### config.mk
export PLATFORM = sky130hd
export DESIGN_NAME = swmc_ctrl
export DESIGN_NICKNAME = d
export VERILOG_FILES = /design/src/hdl/swmc_pkg.sv /design/src/hdl/swmc_ctrl.sv
export SDC_FILE = /design/constraint.sdc
export NUM_CORES = 1
export LEC_CHECK = 0
export BUFFER_PORTS_ARGS = -buffer_cell sky130_fd_sc_hd__buf_2
export CORE_AREA = 10 10 47 49
export CTS_CLUSTER_SIZE = 16
export DETAILED_ROUTE_END_ITERATION = 16
export DIE_AREA = 0 0 57 59
export GPL_TIMING_DRIVEN = 0
export SYNTH_ARGS = -nofsm -noshare
export SYNTH_HDL_FRONTEND = slang
export SYNTH_SLANG_ARGS = --single-unit
### constraint.sdc
create_clock -name clk -period 1.5 [get_ports clk]
set_clock_uncertainty 0.2 [all_clocks]
set_input_delay 0.3 -clock clk [delete_from_list [all_inputs] [get_ports clk]]
set_output_delay 0.3 -clock clk [all_outputs]
set_load 0.02 [all_outputs]
### src/hdl/swmc_pkg.sv
// Shared types and constants for the sliding-window median / cost block.
// No dependencies.
`timescale 1ns / 1ps
package swmc_pkg;

  localparam int MAX_WINDOW_DEF  = 64;
  localparam int SAMPLE_BITS_DEF = 32;
  localparam int CFG_W           = 7;   // window_length register width
  localparam int COST_EXTRA      = 7;   // total_cost is SAMPLE_BITS + 7 wide
  localparam int APB_DW          = 32;
  localparam int APB_AW          = 3;
  localparam int REG_WINDOW      = 0;   // register index of window_length
  localparam logic [CFG_W-1:0] WINDOW_RESET = 7'd3;

  // controller -> datapath
  typedef struct packed {
    logic accept;   // latch sample, read/write ring slot
    logic update;   // insert/evict in sorted cells, load scan snapshot
    logic scan;     // accumulate one sorted entry
    logic finish;   // load result register
  } swmc_cmd_t;

  // datapath -> controller
  typedef struct packed {
    logic emit;      // window full after this update
    logic scan_last; // last entry of the scan
    logic out_busy;  // result register still holds an untaken request
  } swmc_sts_t;

endpackage

### src/hdl/swmc_ctrl.sv
// Sequencer for the sliding-window median block.
// Depends on swmc_pkg.
`timescale 1ns / 1ps
module swmc_ctrl import swmc_pkg::*; (
  input  logic      clk,
  input  logic      rst_n,
  input  logic      in_valid,
  output logic      in_ready,
  input  swmc_sts_t sts,
  output swmc_cmd_t cmd
);

  typedef enum logic [3:0] {
    S_IDLE = 4'b0001,
    S_UPD  = 4'b0010,
    S_SCAN = 4'b0100,
    S_FIN  = 4'b1000
  } state_t;

  state_t state_r, state_nxt;

  always_ff @(posedge clk) begin
    if (!rst_n) state_r <= S_IDLE;
    else        state_r <= state_nxt;
  end

  always_comb begin
    state_nxt  = state_r;
    cmd        = '0;
    in_ready   = 1'b0;
    unique case (state_r)
      S_IDLE: begin
        in_ready = 1'b1;
        if (in_valid) begin
          cmd.accept = 1'b1;
          state_nxt  = S_UPD;
        end
      end
      S_UPD: begin
        cmd.update = 1'b1;
        state_nxt  = sts.emit ? S_SCAN : S_IDLE;
      end
      S_SCAN: begin
        cmd.scan = 1'b1;
        if (sts.scan_last) state_nxt = S_FIN;
      end
      S_FIN: begin
        if (!sts.out_busy) begin
          cmd.finish = 1'b1;
          state_nxt  = S_IDLE;
        end
      end
      default: state_nxt = S_IDLE;
    endcase
  end

endmodule

# Yosys cells after proc, flatten, opt, wreduce, memory -nomap -nowiden
# Cells that the tools add are included.
[word_totals]
ff_bits = 4
wordCells = 21
out_inout_bits = 5
[classes]
n_reduce_logical = 1
muxes = 12
n_eq_ne = 7
[ops]
columns = ["operator", "n"]
rows = [
  ["4-bit one-hot mux with 4 select lines", 1],
  ["4-bit 2-to-1 mux", 3],
  ["1-bit 2-to-1 mux", 7],
  ["2-bit inequality test, second input constant", 3],
  ["4-bit by 1-bit equality test with 1-bit output, second input constant", 1],
  ["4-bit by 2-bit equality test with 1-bit output, second input constant", 1],
  ["4-bit by 3-bit equality test with 1-bit output, second input constant", 1],
  ["4-bit equality test, second input constant", 1],
  ["3-bit 2-to-1 mux", 1],
  ["3-bit AND reduction", 1],
]

# Depth between registers and ports, before layout
[logic_depth]
word_depth = 3
depth_mapped = 4
mapped_depth_nobuf = 3

# Least setup slack after synthesis
# Ideal clock, no wire load.
[synth_path]
kind = "reg2out"
from = "register state_r[0]"
to = "output port cmd[0] (netlist bit)"
arrival_time_ps = 1289
n_path_buf = 1
required_ps = 1000
path_slack_ps = -289
path_stages_with_launch = 4
cell_sequence = "dfxtp_1 -> clkbuf_2 -> nor2_1 -> nor4bb_1"
[synth_lines]
columns = ["element", "line", "rtl"]
rows = [
  ["start: declaration", "swmc_ctrl.sv:20", "state_t state_r, state_nxt;"],
  ["start signal: assignment", "swmc_ctrl.sv:24", "else state_r <= state_nxt;"],
  ["end: declaration", "swmc_ctrl.sv:10", "output swmc_cmd_t cmd"],
]

==> flow_metrics.py <==
metrics = {
    "pwr": {
        "p_total_uw": 349,
        "leakage_uw": 0.000189,
        "p_per_area_nw_per_um2": 745,
        "peakVddDrop_mv": 0.499,
    },
    "floorplan": {
        "rows": 14,
        "coreArea_um2": 1400,
        "fp.dieH_um": 59,
        "die_w_um": 57,
        "start_util_pct": 20.0,
        "pin_count": 11,
        "die_area_um2": 3360,
    },
    "hold_path": {
        "hp-start": "rst_n",
        "hold_class": "in -> reg",
    },
    "drt": {
        "drc": 0,
        "ant_nets": 0,
        "wl_met1_um": 336,
        "firstDrtPassIters": 4,
        "via_per_inst": 4.73,
        "dr_wl_met3_um": 61,
        "vias": 298,
        "routed-wl-met2_um": 365,
        "routed.top_layer": "met3",
        "wl_per_cell_um": 12.1,
        "routed_wl_um": 763,
        "drt_iter0_markers": 2,
    },
    "final_layout": {
        "multi_input_area_um2": 198,
        "largest_register_ffs": 4,
        "largest_registers": "state_r x4",
        "seqCellArea_um2": 88.8,
        "fillers": 156,
        "antenna_cells": 0,
        "drive_gt1_share_pct": 66.0,
        "nNetsFinal": 55,
        "finish.utilization_pct": 33.4,
        "area_delta_synth_final_pct": 67.0,
        "largest-register": "state_r",
    },
    "worst_setup_path": {
        "worst_setup_path_start_kind": "flip-flop",
        "critPathArrivalTime_ns": 1.23,
        "critPathCaptureType": "output port",
        "crit_path_start": "state_r[2]$_SDFFE_PN0P_",
        "r2r_start": "state_r[2]$_SDFFE_PN0P_",
        "crit_required_ns": 1.00,
        "path_class": "reg -> out",
        "cp_max_fo": 8,
    },
    "yosys": {
        "syn-num-nets": 35,
        "yosys.cell_types.count": 23,
        "syn_area_per_cell_um2": 9.66,
        "synth_seq_area_share_pct": 28.6,
        "ys_seq_elements": 4,
        "synth.cell_area_um2": 280,
        "synth_warnings": 0,
        "synth_cells": 29,
    },
    "global_route": {
        "grt_pass1_wl_mm": 1.32,
        "grt_pass1_vias": 308,
        "grt_start_max_net_pins": 9,
        "antenna_found_initial": 0,
        "grt-ovfl-total": 0,
        "grt.total_usage_pct": 5.00,
    },
    "cts": {
        "root_buffer": "clkbuf_4",
        "worstSkewPairLatency_ns": 0.24,
        "path_clk_slew_ns": 0.04,
        "clockBufferDepth": 2,
        "ctsHoldBuffers": 0,
        "tritoncts": "yes",
        "cts_buffers": 3,
        "htree_levels": 1,
        "clkSinkCount": 4,
    },
    "sta": {
        "hold_violations": 0,
        "setup_violations": 5,
        "max_freq_ghz": 0.579,
        "relSlewSlack_pct": 82.5,
        "fin_crit_ns": 1.73,
        "rsz0062_at_grt": "true",
        "fin_ws_ns": -0.226,
        "period_share_pct": 115,
        "slew_violations": 0,
        "worst_pin_slew_ns": 0.261,
    },
    "placement": {
        "gp_congestion": 0.687,
        "hpwl_um": 539,
        "portBuffers": 10,
    },
    "outcome": {
        "violations": "setup timing",
        "status": "finished with violations",
    },
    "job": {
        "cap_violations": 0,
    },
}
metrics by stage:
step | worst slack, ns | area (um2) | hold WS (ns) | setup TNS (ns) | cells
after CTS | -0.281 | 478 | 0.0816 | -1.21 | 65
after floorplan | -0.143 | 302 | 0.179 | -0.255 | 29
after global routing | -0.315 | 468 | 0.0836 | -1.31 | 63
after global placement | -0.110 | 372 | 0.329 | -0.200 | 55
final | -0.226 | 468 | 0.0856 | -0.836 | 63
after detailed placement | -0.138 | 372 | 0.330 | -0.277 | 55
layout by cell type, fill, tap and decap left out:
master,count
a21boi_1,1
a21oi_1,1
a31oi_1,1
and2_4,1
and3_1,1
buf_2,6
buf_4,9
buf_6,3
clkbuf_4,3
dfxtp_1,1
dfxtp_2,1
dfxtp_4,2
inv_1,1
inv_2,1
nand2_1,1
nand3b_1,2
nand4bb_1,1
nor2_2,1
nor3b_1,1
nor4_2,1
nor4b_1,1
nor4b_2,1
nor4b_4,1
nor4bb_4,1
o221ai_1,1
o32ai_1,1
or3b_1,1
xnor2_1,1
area by class of cell:
type	instances	share of cell area [%]
multi-input cells	20	42.2
inverters	2	1.60
repair buffers	17	25.7
plain buffers	1	2.41
clock buffers	3	4.81
flip-flops and latches	4	19.0
well taps	16	4.28
critical path, stage by stage (launching register included):
cell,delay (ns)
dfxtp_4,0.36
nor4b_4,0.33
and2_4,0.19
buf_6,0.11
cells in the mapped netlist (all sizes together):
| cell | count | area (um2) |
|---|---|---|
| o221ai | 1 | 8.76 |
| nand4bb | 1 | 11.3 |
| a31oi | 1 | 6.26 |
| clkbuf | 1 | 5.00 |
| nor4 | 1 | 6.26 |
| nor2 | 1 | 3.75 |
| nor4b | 3 | 41.3 |
| o32ai | 1 | 8.76 |
| nand3b | 2 | 15.0 |
| and3 | 1 | 6.26 |
| buf | 2 | 22.5 |
| nand2 | 1 | 3.75 |
| a21oi | 1 | 5.00 |
| or3b | 1 | 8.76 |
| nor4bb | 1 | 10.0 |
| and2 | 1 | 6.26 |
| dfxtp | 4 | 80.1 |
| xnor2 | 1 | 8.76 |
| nor3b | 1 | 7.51 |
| a21boi | 1 | 7.51 |
| inv | 2 | 7.50 |
final timing paths:
kind,endpoint,slack (ns),depth (start not counted)
min,state_r[0]$_SDFFE_PN1P_,0.09,2
max,cmd[3],-0.23,3
max reg2reg,state_r[0]$_SDFFE_PN1P_,0.03,5
min reg2reg,state_r[2]$_SDFFE_PN0P_,0.33,2
where the power goes:
part           leakage (uW)  internal [uW]  switching [uW]
logic              0.000141           53.6            44.1
registers         0.0000347            110            7.58
clock network     0.0000138           89.5            44.2
total              0.000189            253            95.8
logic make-up (layout without fill, tap and decap cells):
logic type / count (synthesis) / in the layout / synth area share [%]
simple gates: 14 / 14 / 42.9
compound gates: 5 / 5 / 12.9
buf+inv: 5 / 23 / 12.5
flops: 4 / 4 / 28.6
xor+xnor: 1 / 1 / 3.13
what timing repair did:
item / 4_1_cts / 5_1_grt
gates resized for setup: 9 / 7
setup buffers: 7 / 0
cloned: 0 / 0
pin swaps: 6 / 3
setup endpoints to repair: 5 / 6
metal layers:
| layer | vias to the layer above | track usage [%] |
|---|---|---|
| met5 | - | 0 |
| met3 | 0 | 3.86 |
| met4 | 0 | 1.01 |
| met2 | 13 | 7.60 |
| met1 | 137 | 5.43 |
| li1 | 148 | - |
Power figures use the tool's default switching activity.
